### config.mk
export PLATFORM = sky130hd
export DESIGN_NAME = tlv_tag_value_extractor
export DESIGN_NICKNAME = d
export VERILOG_FILES = /design/src/hw/rtl/tve_pkg.sv /design/src/hw/rtl/tve_cell.sv /design/src/hw/rtl/tlv_tag_value_extractor.sv
export SDC_FILE = /design/constraint.sdc
export NUM_CORES = 1
export LEC_CHECK = 0
export ABC_AREA = 1
export CORE_ASPECT_RATIO = 1.2
export CORE_UTILIZATION = 55
export CTS_CLUSTER_DIAMETER = 100
export DETAILED_ROUTE_END_ITERATION = 12
export DONT_BUFFER_PORTS = 1
export HOLD_SLACK_MARGIN = 0.05
export PLACE_DENSITY = 0.7
export SKIP_LAST_GASP = 1
export SYNTH_ARGS = -nofsm -noshare
export SYNTH_HDL_FRONTEND = slang
export SYNTH_SLANG_ARGS = --single-unit
### constraint.sdc
create_clock -name clk_i -period 3.25 [get_ports clk_i]
set_input_delay 0.1625 -clock clk_i [delete_from_list [all_inputs] [get_ports clk_i]]
set_output_delay 0.1625 -clock clk_i [all_outputs]
set_load 0.02 [all_outputs]
### src/hw/rtl/tve_pkg.sv
// ----------------------------------------------------------------------------
// TLV tag/value extractor package
// Shared types and codes for the extractor, its window cells and its checker.
// ----------------------------------------------------------------------------
package tve_pkg;

  // one window position: a byte and whether it holds data yet
  typedef struct packed {
    logic       vld;
    logic [7:0] data;
  } cell_t;

  typedef logic [1:0] status_t;

  localparam status_t StValue    = 2'd0;
  localparam status_t StNotFound = 2'd1;
  localparam status_t StTrunc    = 2'd2;
  localparam status_t StEmpty    = 2'd3;

  localparam logic [1:0] CfgTagPattern = 2'd0;
  localparam logic [1:0] CfgTagLength  = 2'd1;
  localparam logic [1:0] CfgFixedLen   = 2'd2;

  localparam int unsigned TagRegBytes = 4;

endpackage

### src/hw/rtl/tve_cell.sv
// ----------------------------------------------------------------------------
// TLV window cell
// Holds one byte of the search window, passes it on to the next cell on each
// shift and compares the byte it is about to take with its tag byte.
// ----------------------------------------------------------------------------
module tve_cell (
  input  logic           clk_i,
  input  logic           rst_ni,
  input  logic           shift_i,
  input  logic           clear_i,
  input  logic [7:0]     tag_byte_i,
  input  tve_pkg::cell_t prev_i,
  output tve_pkg::cell_t cell_o,
  output logic           match_o
);

  logic       vld_q, vld_d;
  logic [7:0] data_q, data_d;

  always_comb begin
    vld_d  = vld_q;
    data_d = data_q;
    if (clear_i) begin
      vld_d = 1'b0;
    end else if (shift_i) begin
      vld_d  = prev_i.vld;
      data_d = prev_i.data;
    end
  end

  always_ff @(posedge clk_i or negedge rst_ni) begin
    if (!rst_ni) begin
      vld_q <= 1'b0;
    end else begin
      vld_q <= vld_d;
    end
  end

  always_ff @(posedge clk_i) begin
    data_q <= data_d;
  end

  assign cell_o.vld  = vld_q;
  assign cell_o.data = data_q;
  assign match_o     = prev_i.vld && (prev_i.data == tag_byte_i);

endmodule

### src/hw/rtl/tlv_tag_value_extractor.sv
// ----------------------------------------------------------------------------
// TLV tag/value extractor
// Searches a byte stream for a configured tag of 1 to 4 bytes, then emits the
// value bytes that follow, with a fixed or an in-band length.
// ----------------------------------------------------------------------------
//  channel  | handshake               | payload
//  ---------+-------------------------+---------------------------------------
//  in       | in_valid_i / in_ready_o | data_byte_i, buffer_end_i
//  out      | out_valid_o/out_ready_i | value_byte_o, value_last_o, status_o
//  cfg      | cfg_we_i                | cfg_index_i, cfg_data_i
//
//  One request per cycle unless stalled; each result appears in the cycle after
//  its request. The window compare over the cell chain and the phase update are
//  combinational. A full output register stalls input only while out_ready_i
//  is low. Reset restarts the search and sets the config registers to defaults.
// ----------------------------------------------------------------------------
module tlv_tag_value_extractor #(
  parameter int unsigned TAG_MAX_BYTES = 4
) (
  input  logic        clk_i,
  input  logic        rst_ni,
  input  logic        in_valid_i,
  output logic        in_ready_o,
  input  logic [7:0]  data_byte_i,
  input  logic        buffer_end_i,
  output logic        out_valid_o,
  input  logic        out_ready_i,
  output logic [7:0]  value_byte_o,
  output logic        value_last_o,
  output logic [1:0]  status_o,
  input  logic        cfg_we_i,
  input  logic [1:0]  cfg_index_i,
  input  logic [31:0] cfg_data_i
);

  localparam int unsigned WinBytes =
    (TAG_MAX_BYTES < tve_pkg::TagRegBytes) ? TAG_MAX_BYTES : tve_pkg::TagRegBytes;

  localparam logic [1:0] PhSearch = 2'd0;
  localparam logic [1:0] PhLength = 2'd1;
  localparam logic [1:0] PhEmit   = 2'd2;
  localparam logic [1:0] PhDone   = 2'd3;

  logic [31:0] tag_pattern_q;
  logic [2:0]  tag_length_q;
  logic [7:0]  fixed_len_q;

  logic [1:0]  phase_q, phase_d;
  logic [7:0]  remain_q, remain_d;

  logic        out_valid_q;
  logic [7:0]  value_byte_q;
  logic        value_last_q;
  logic [1:0]  status_q;

  logic        in_fire;
  logic        res_vld;
  logic [7:0]  res_byte;
  logic        res_last;
  logic [1:0]  res_status;
  logic [2:0]  eff_len;
  logic        hit;
  logic        shift;

  tve_pkg::cell_t       chain  [WinBytes+1];
  logic [WinBytes-1:0]  match;
  logic [WinBytes-1:0]  in_use;

  assign in_ready_o = !out_valid_q || out_ready_i;
  assign in_fire    = in_valid_i && in_ready_o;

  // configuration registers
  always_ff @(posedge clk_i or negedge rst_ni) begin
    if (!rst_ni) begin
      tag_pattern_q <= '0;
      tag_length_q  <= 3'd1;
      fixed_len_q   <= '0;
    end else if (cfg_we_i) begin
      unique case (cfg_index_i)
        tve_pkg::CfgTagPattern: tag_pattern_q <= cfg_data_i;
        tve_pkg::CfgTagLength:  tag_length_q  <= cfg_data_i[2:0];
        tve_pkg::CfgFixedLen:   fixed_len_q   <= cfg_data_i[7:0];
        default: ;
      endcase
    end
  end

  always_comb begin
    eff_len = tag_length_q;
    if (tag_length_q == 3'd0) begin
      eff_len = 3'd1;
    end else if (tag_length_q > 3'(WinBytes)) begin
      eff_len = 3'(WinBytes);
    end
  end

  // window cell chain, newest byte at cell 0
  assign shift         = in_fire && (phase_q == PhSearch);
  assign chain[0].vld  = 1'b1;
  assign chain[0].data = data_byte_i;

  for (genvar k = 0; k < WinBytes; k++) begin : g_cell
    tve_cell u_cell (
      .clk_i      (clk_i),
      .rst_ni     (rst_ni),
      .shift_i    (shift),
      .clear_i    (in_fire && buffer_end_i),
      .tag_byte_i (tag_pattern_q[8*k +: 8]),
      .prev_i     (chain[k]),
      .cell_o     (chain[k+1]),
      .match_o    (match[k])
    );
    assign in_use[k] = 3'(k) < eff_len;
  end

  assign hit = &(match | ~in_use);

  always_comb begin
    phase_d    = phase_q;
    remain_d   = remain_q;
    res_vld    = 1'b0;
    res_byte   = '0;
    res_last   = 1'b1;
    res_status = tve_pkg::StValue;
    if (in_fire) begin
      unique case (phase_q)
        PhSearch: begin
          if (hit) begin
            if (fixed_len_q != 8'd0) begin
              remain_d = fixed_len_q;
              phase_d  = PhEmit;
            end else begin
              phase_d = PhLength;
            end
            res_vld    = buffer_end_i;
            res_status = tve_pkg::StTrunc;
          end else begin
            res_vld    = buffer_end_i;
            res_status = tve_pkg::StNotFound;
          end
        end
        PhLength: begin
          if (data_byte_i == 8'd0) begin
            phase_d    = PhDone;
            res_vld    = 1'b1;
            res_status = tve_pkg::StEmpty;
          end else begin
            remain_d   = data_byte_i;
            phase_d    = PhEmit;
            res_vld    = buffer_end_i;
            res_status = tve_pkg::StTrunc;
          end
        end
        PhEmit: begin
          if (remain_q <= 8'd1) begin
            remain_d = '0;
            phase_d  = PhDone;
            res_vld  = 1'b1;
            res_byte = data_byte_i;
          end else if (buffer_end_i) begin
            res_vld    = 1'b1;
            res_status = tve_pkg::StTrunc;
          end else begin
            remain_d = remain_q - 8'd1;
            res_vld  = 1'b1;
            res_byte = data_byte_i;
            res_last = 1'b0;
          end
        end
        PhDone: ;
        default: ;
      endcase
      if (buffer_end_i) begin
        phase_d  = PhSearch;
        remain_d = '0;
      end
    end
  end

  always_ff @(posedge clk_i or negedge rst_ni) begin
    if (!rst_ni) begin
      phase_q     <= PhSearch;
      remain_q    <= '0;
      out_valid_q <= 1'b0;
    end else begin
      phase_q  <= phase_d;
      remain_q <= remain_d;
      if (in_fire && res_vld) begin
        out_valid_q <= 1'b1;
      end else if (out_ready_i) begin
        out_valid_q <= 1'b0;
      end
    end
  end

  always_ff @(posedge clk_i) begin
    if (in_fire && res_vld) begin
      value_byte_q <= res_byte;
      value_last_q <= res_last;
      status_q     <= res_status;
    end
  end

  assign out_valid_o  = out_valid_q;
  assign value_byte_o = value_byte_q;
  assign value_last_o = value_last_q;
  assign status_o     = status_q;

endmodule

After elaboration in Yosys (flattened, before gate mapping)
Cells that the tools add are included.
{ "word_totals": {"latchBits": 0, "ramBits": 0, "reg_bits": 92, "rom_bits": 0, "in_bits": 48, "elab_cells": 97, "memories": 0} }
{ "classes": {"eq_ne": 12, "n_mul": 0, "n_lt_le_gt_ge": 6, "div": 0, "shifts": 0, "bitwise": 5, "n_reduce_logical": 26, "mux": 32, "addsub": 1} }
{ "op_table": {"columns": ["cell", "n"], "rows": [
  ["8-bit two-way mux", 7],
  ["8-bit equality test", 4],
  ["8-bit one-hot mux with 3 select lines", 1],
  ["2-bit two-way mux", 7],
  ["1-bit two-way mux", 12],
  ["2-bit one-hot mux with 3 select lines", 2],
  ["2-bit AND reduction", 5],
  ["3-bit != test, second input constant", 3],
  ["8-bit by 1-bit <= comparator with 1-bit output, second input constant", 1],
  ["8-bit logical NOT", 1],
  ["4-bit AND reduction", 2],
  ["8-bit nonzero test", 1],
  ["8-bit by 1-bit subtractor with 8-bit output, second input constant", 1],
  ["1-bit logical AND", 7],
  ["1-bit by 3-bit less-than comparator with 1-bit output, first input constant", 2],
  ["2-bit by 3-bit less-than comparator with 1-bit output, first input constant", 2],
  ["3-bit two-way mux", 2],
  ["5-bit AND reduction", 1],
  ["2-bit by 1-bit equality test with 1-bit output, second input constant", 2],
  ["2-bit equality test, second input constant", 2],
  ["2-bit logical NOT", 2],
  ["4-bit NOT", 1],
  ["4-bit OR", 1],
  ["2-bit nonzero test", 2],
  ["other kinds (9)", 11]
]} }

Depth between registers and ports, before layout
{ "depth": {"ltp_word": 10, "depth_mapped": 15, "ltp_nobuf": 15} }

Modules after synthesis
A second synthesis with hierarchy kept.
{ "hier_totals": {"cells_unflattened": 534, "hier_area_um2": 4911.0} }
{ "by_module_without_submodules": {"columns": ["module", "area_each_um2", "n_inst", "cells_per_inst", "seq_area_each_um2"], "rows": [
  ["tlv_tag_value_extractor", 3129.3, 1, 330, 1682.9],
  ["tve_cell", 445.4, 4, 51, 265.3]
]} }

Least setup slack after synthesis
OpenSTA, ideal clock, no wires.
{ "synth_timing": {"path_kind": "reg-to-reg", "start": "reg out_valid_q (netlist: out_valid_o)", "end": "reg g_cell[0].u_cell.data_q[0], enable pin", "n_path_buf": 0, "t_arrival_ns": 2.040, "synth_period_minus_slack_ns": 2.447, "setup_ns": 0.406, "t_required_ns": 2.844, "path_slack_ns": 0.803, "path_stages_with_launch": 6, "path_cell_list": "dfrtp_1 -> nand2_1 -> nand2_1 -> nor2_1 -> inv_1 -> nor2_1"} }
{ "synth_via": {"elab_chain_len": 6, "elab_cells_between_ends": 7, "cone_classes": "1 x bitwise; 6 x reduce/logical"} }
{ "synth_rtl": {"columns": ["element", "line", "source"], "rows": [
  ["start, declared", "tlv_tag_value_extractor.sv:51", "logic out_valid_q;"],
  ["start signal, assigned", "tlv_tag_value_extractor.sv:184", "out_valid_q <= 1'b0;"],
  ["start signal, assigned", "tlv_tag_value_extractor.sv:189", "out_valid_q <= 1'b1;"],
  ["start signal, assigned", "tlv_tag_value_extractor.sv:191", "out_valid_q <= 1'b0;"],
  ["1-bit logical NOT (*)", "tlv_tag_value_extractor.sv:69", "assign in_ready_o = !out_valid_q || out_ready_i;"],
  ["1-bit logical OR (*)", "tlv_tag_value_extractor.sv:69", null],
  ["net in_ready_o", "tlv_tag_value_extractor.sv:23", "output logic in_ready_o,"],
  ["1-bit logical AND (*)", "tlv_tag_value_extractor.sv:70", "assign in_fire = in_valid_i && in_ready_o;"],
  ["1-bit logical AND", null, null],
  ["1-bit NOT (no source line)", null, null],
  ["2-bit AND reduction (no source line) (*)", null, null],
  ["end signal, assigned", "tve_cell.sv:40", "data_q <= data_d;"],
  ["end, declared", "tve_cell.sv:18", "logic [7:0] data_q, data_d;"]
]} }
Mark *: on every way through the listed nets, which the timed path passes. The rest lies on a longest branch.
A chain may end at the register's enable or synchronous reset.

Worst setup path in the final report
{ "layout_timing": {"start": "reg phase_q[0]", "end": "reg remain_q[6]"} }
{ "layout_via": {"elab_chain_len": 3, "elab_cells_between_ends": 10, "cone_classes": "5 x eq/ne; 2 x mux; 3 x reduce/logical"} }
{ "layout_rtl": {"columns": ["element", "line", "source"], "rows": [
  ["start, declared", "tlv_tag_value_extractor.sv:48", "logic [1:0] phase_q, phase_d;"],
  ["start signal, assigned", "tlv_tag_value_extractor.sv:182", "phase_q <= PhSearch;"],
  ["start signal, assigned", "tlv_tag_value_extractor.sv:186", "phase_q <= phase_d;"],
  ["2-bit by 1-bit equality test with 1-bit output (tied with other cells)", "tlv_tag_value_extractor.sv:126", "unique case (phase_q)"],
  ["3-bit != test (no source line) (tied with other cells)", null, null],
  ["5-bit AND reduction (no source line) / 8-bit two-way mux (equally long branches)", null, null],
  ["end signal, assigned", "tlv_tag_value_extractor.sv:187", "remain_q <= remain_d;"],
  ["end, declared", "tlv_tag_value_extractor.sv:49", "logic [7:0] remain_q, remain_d;"]
]} }
Several ways; a longest one is shown, not always the timed one.

==> results.ini <==
[outcome]
status=complete, but fails checks
violations=DRC

[timing]
hold_violations=0
skew_ps=8.847
tns_ps=0
slew_headroom_pct=35.46
finalCriticalPeriod_ps=1864
rsz0062_at_grt=no
maxClockFrequency_mhz=536.5
slew_violations=0
finalCritPeriodShare_pct=57.35
worst_pin_slew_ps=967.0
setup_viol=0

[global_route]
grt_pass1_wl_um=15570
grt_usage_pct=24.29
antenna_found_initial=0
grt_start_max_net_pins=58
first_global_vias=3316
overflow=0

[detailed_routing]
wl_met3_um=293
wl_met2_um=4971
vias_per_cell=5.234
wl_per_cell_um=14.55
vias=3355
dr.pass1.iters=9
ant_nets=0
drt-met1-wl_um=3806
drt_iter0_drc=197
topRoutingLayerUsed=met4
totalWireLength_um=9324
drc_errors=4

[final_layout]
nNetsFinal=598
multiInputGateArea_um2=1605
fin_area_um2=5195
diodes=0
seqCellArea_um2=2479
nFillCells=649
drive_above_1_share_pct=8.197
layout.cells.non_filler=641
areaGrowthSynthToFinish_pct=17.25

[power]
peakVddDrop_uv=423.0
power_density_nw_per_um2=711.5
switching_share_pct=36.23
leakage_nw=2.437
pwr-share-comb_pct=31.5
p_switching_mw=1.339
power.internal_mw=2.357
pwr-share-seq_pct=45.5
clockPowerShare_pct=23.0

[placement]
hpwl_um=6496
placement.cell_area_um2=4526
dp_cells=582
port-buffer-count=0
gp_congestion=0.9048

[floorplan]
initial_core_util_pct=57.16
die_h_um=100.3
pin_count=61
die-area_um2=8420
row_count=35
die_x_um=83.93
coreArea_um2=7751

[critical_path]
crit_top_cell=a21oi_1
crit_fanout=12
path_cells=inv_1 -> ha_1 -> clkinv_1 -> a21oi_1 -> a21oi_1 -> nand3_1 -> nand2_1
max_stage_delay_ps=490
critPathBufInv=2
crit_path_top_delay_cell=ha_1
cp.required_ps=3500
arrival_ps=2120
critPathKind=reg2reg
startpoint_type=register
end_kind=register
path_delay_family=adder cells

[logic_synthesis]
synth-seq-cells=92
synth-main-ff-cell=dfrtp_1
synth.avg_cell_area_um2=8.897
synth_nets=552
async_flop_share_pct=61.96
synth_cell_types=33
synth_edf_count=35
synth_area_um2=4430
synthCells=498
yosysWarningCount=0
ys_seq_area_share_pct=55.94

[clock_network]
cts_buffers=9
postCtsSetupBuffers=0
cts_buffer_depth=2
htreeDepth=3
tritoncts=built
clkTransAtPathRegs_ps=90
cts_root_buf=clkbuf_8
clkSinkCount=92
clk_latency_ps=350

[hold_path]
hp-class=in2reg

[run]
cap_violations=0

placed cells by master, fill, tap and decap left out, types with 2 or more instances in the layout:
cell	instances
buf_4	3
nand3_2	3
a21oi_1	39
edfxtp_1	35
o21ai_0	31
xor2_1	8
clkbuf_8	9
nor2_1	39
inv_1	80
nand4_1	4
o22ai_1	2
nand2_2	5
nor3_1	8
or2_2	4
ha_1	6
nor2_2	3
mux2_2	7
dlygate4sd3_1	42
nand3_1	27
xnor2_1	10
bufinv_16	2
nand2_1	107
nor4_1	3
dfrtp_1	56
inv_6	3
stage by stage:
step | setup WS (ps) | power (mW) | utilization (%) | hold WS (ps)
after detailed placement | 1395 | 2.800 | 58.39 | -131.9
final | 1386 | 3.696 | 67.02 | 70.57
after global routing | 1184 | 3.955 | 67.02 | 57.35
after floorplan | 803.3 | 2.558 | - | -133.1
after global placement | 1407 | 2.777 | 58.39 | -131.8
after CTS | 1380 | 3.715 | 67.02 | 53.62
final timing paths:
check / from / slack (ps) / to / cells past startpoint
max: phase_q[0] / 1390 / remain_q[6] / 7
min: data_byte_i[5] / 70 / value_byte_o[5] / 2
max reg2reg: phase_q[0] / 1390 / remain_q[6] / 7
min reg2reg: g_cell[0].u_cell.data_q[1] / 460 / g_cell[1].u_cell.data_q[1] / 0
max in group asynchronous: rst_ni / 2620 / tag_length_q[0] / 2
min in group asynchronous: rst_ni / 330 / tag_pattern_q[24] / 2
final cells by class:
cell class | instances | share of cell area [%]
clock buffer | 10 | 2.457
clock inverter | 6 | 1.806
inverter | 81 | 5.853
multi-input combinational | 314 | 30.90
sequential | 92 | 47.71
tap | 92 | 2.216
timing repair buffer | 46 | 9.056
layer usage:
layer | GRT usage, % | vias to the layer above
met5 | 0 | -
met2 | 43.57 | 66
li1 | - | 1687
met3 | 5.839 | 23
met4 | 10.74 | 0
met1 | 27.63 | 1579
cell families (layout without fill, tap and decap cells):
kind of cell	after synthesis	after routing	synth area share, %
simple gates	207	207	20.19
flops	92	92	55.94
buf+inv	92	143	7.992
compound gates	76	76	8.839
xor+xnor	18	18	3.558
mux	7	7	1.779
fa+ha+maj	6	6	1.694
synthesized netlist by cell type, drive strengths merged (2+ instances only):
master  count  area share, %
xor2        8            1.6
nor3        9            1.1
buf         2           0.37
mux2        7            1.8
nand3      30            3.6
inv        80            6.8
nor4        3           0.42
o22ai       2           0.28
clkbuf      9           0.76
dfrtp      56             32
a21oi      40            4.6
edfxtp     35             24
o21ai      32            3.6
nor2       42            3.7
xnor2      10            2.0
ha          6            1.7
nand4       4           0.56
nand2     112            9.8
or2         5           0.71
flip-flops by register name, indices dropped and copies added, names as in the netlist:
| signal | flops |
|---|---|
| tag_pattern_q | 32 |
| g_cell.u_cell.data_q | 24 |
| fixed_len_q | 8 |
| remain_q | 8 |
| value_byte_o | 8 |
| g_cell.u_cell.vld_q | 3 |
| tag_length_q | 3 |
| phase_q | 2 |
| status_o | 2 |
| out_valid_o | 1 |
| value_last_o | 1 |
power groups by stage:
| stage | Clock [mW] | Sequential, mW | Combinational [mW] |
|---|---|---|---|
| 2_1_floorplan | 0 | 1.67 | 0.893 |
| 3_3_place_gp | 0 | 1.70 | 1.07 |
| 3_5_place_dp | 0 | 1.71 | 1.09 |
| 4_1_cts | 0.870 | 1.68 | 1.16 |
| 5_1_grt | 0.912 | 1.71 | 1.33 |
| 6_report | 0.851 | 1.68 | 1.16 |
what timing repair did:
action / in CTS / in global routing
endpoints found under the hold margin: 113 / 0
resized for setup: 0 / 0
hold buffers: 43 / 0
(Power assumes the default switching activity.)
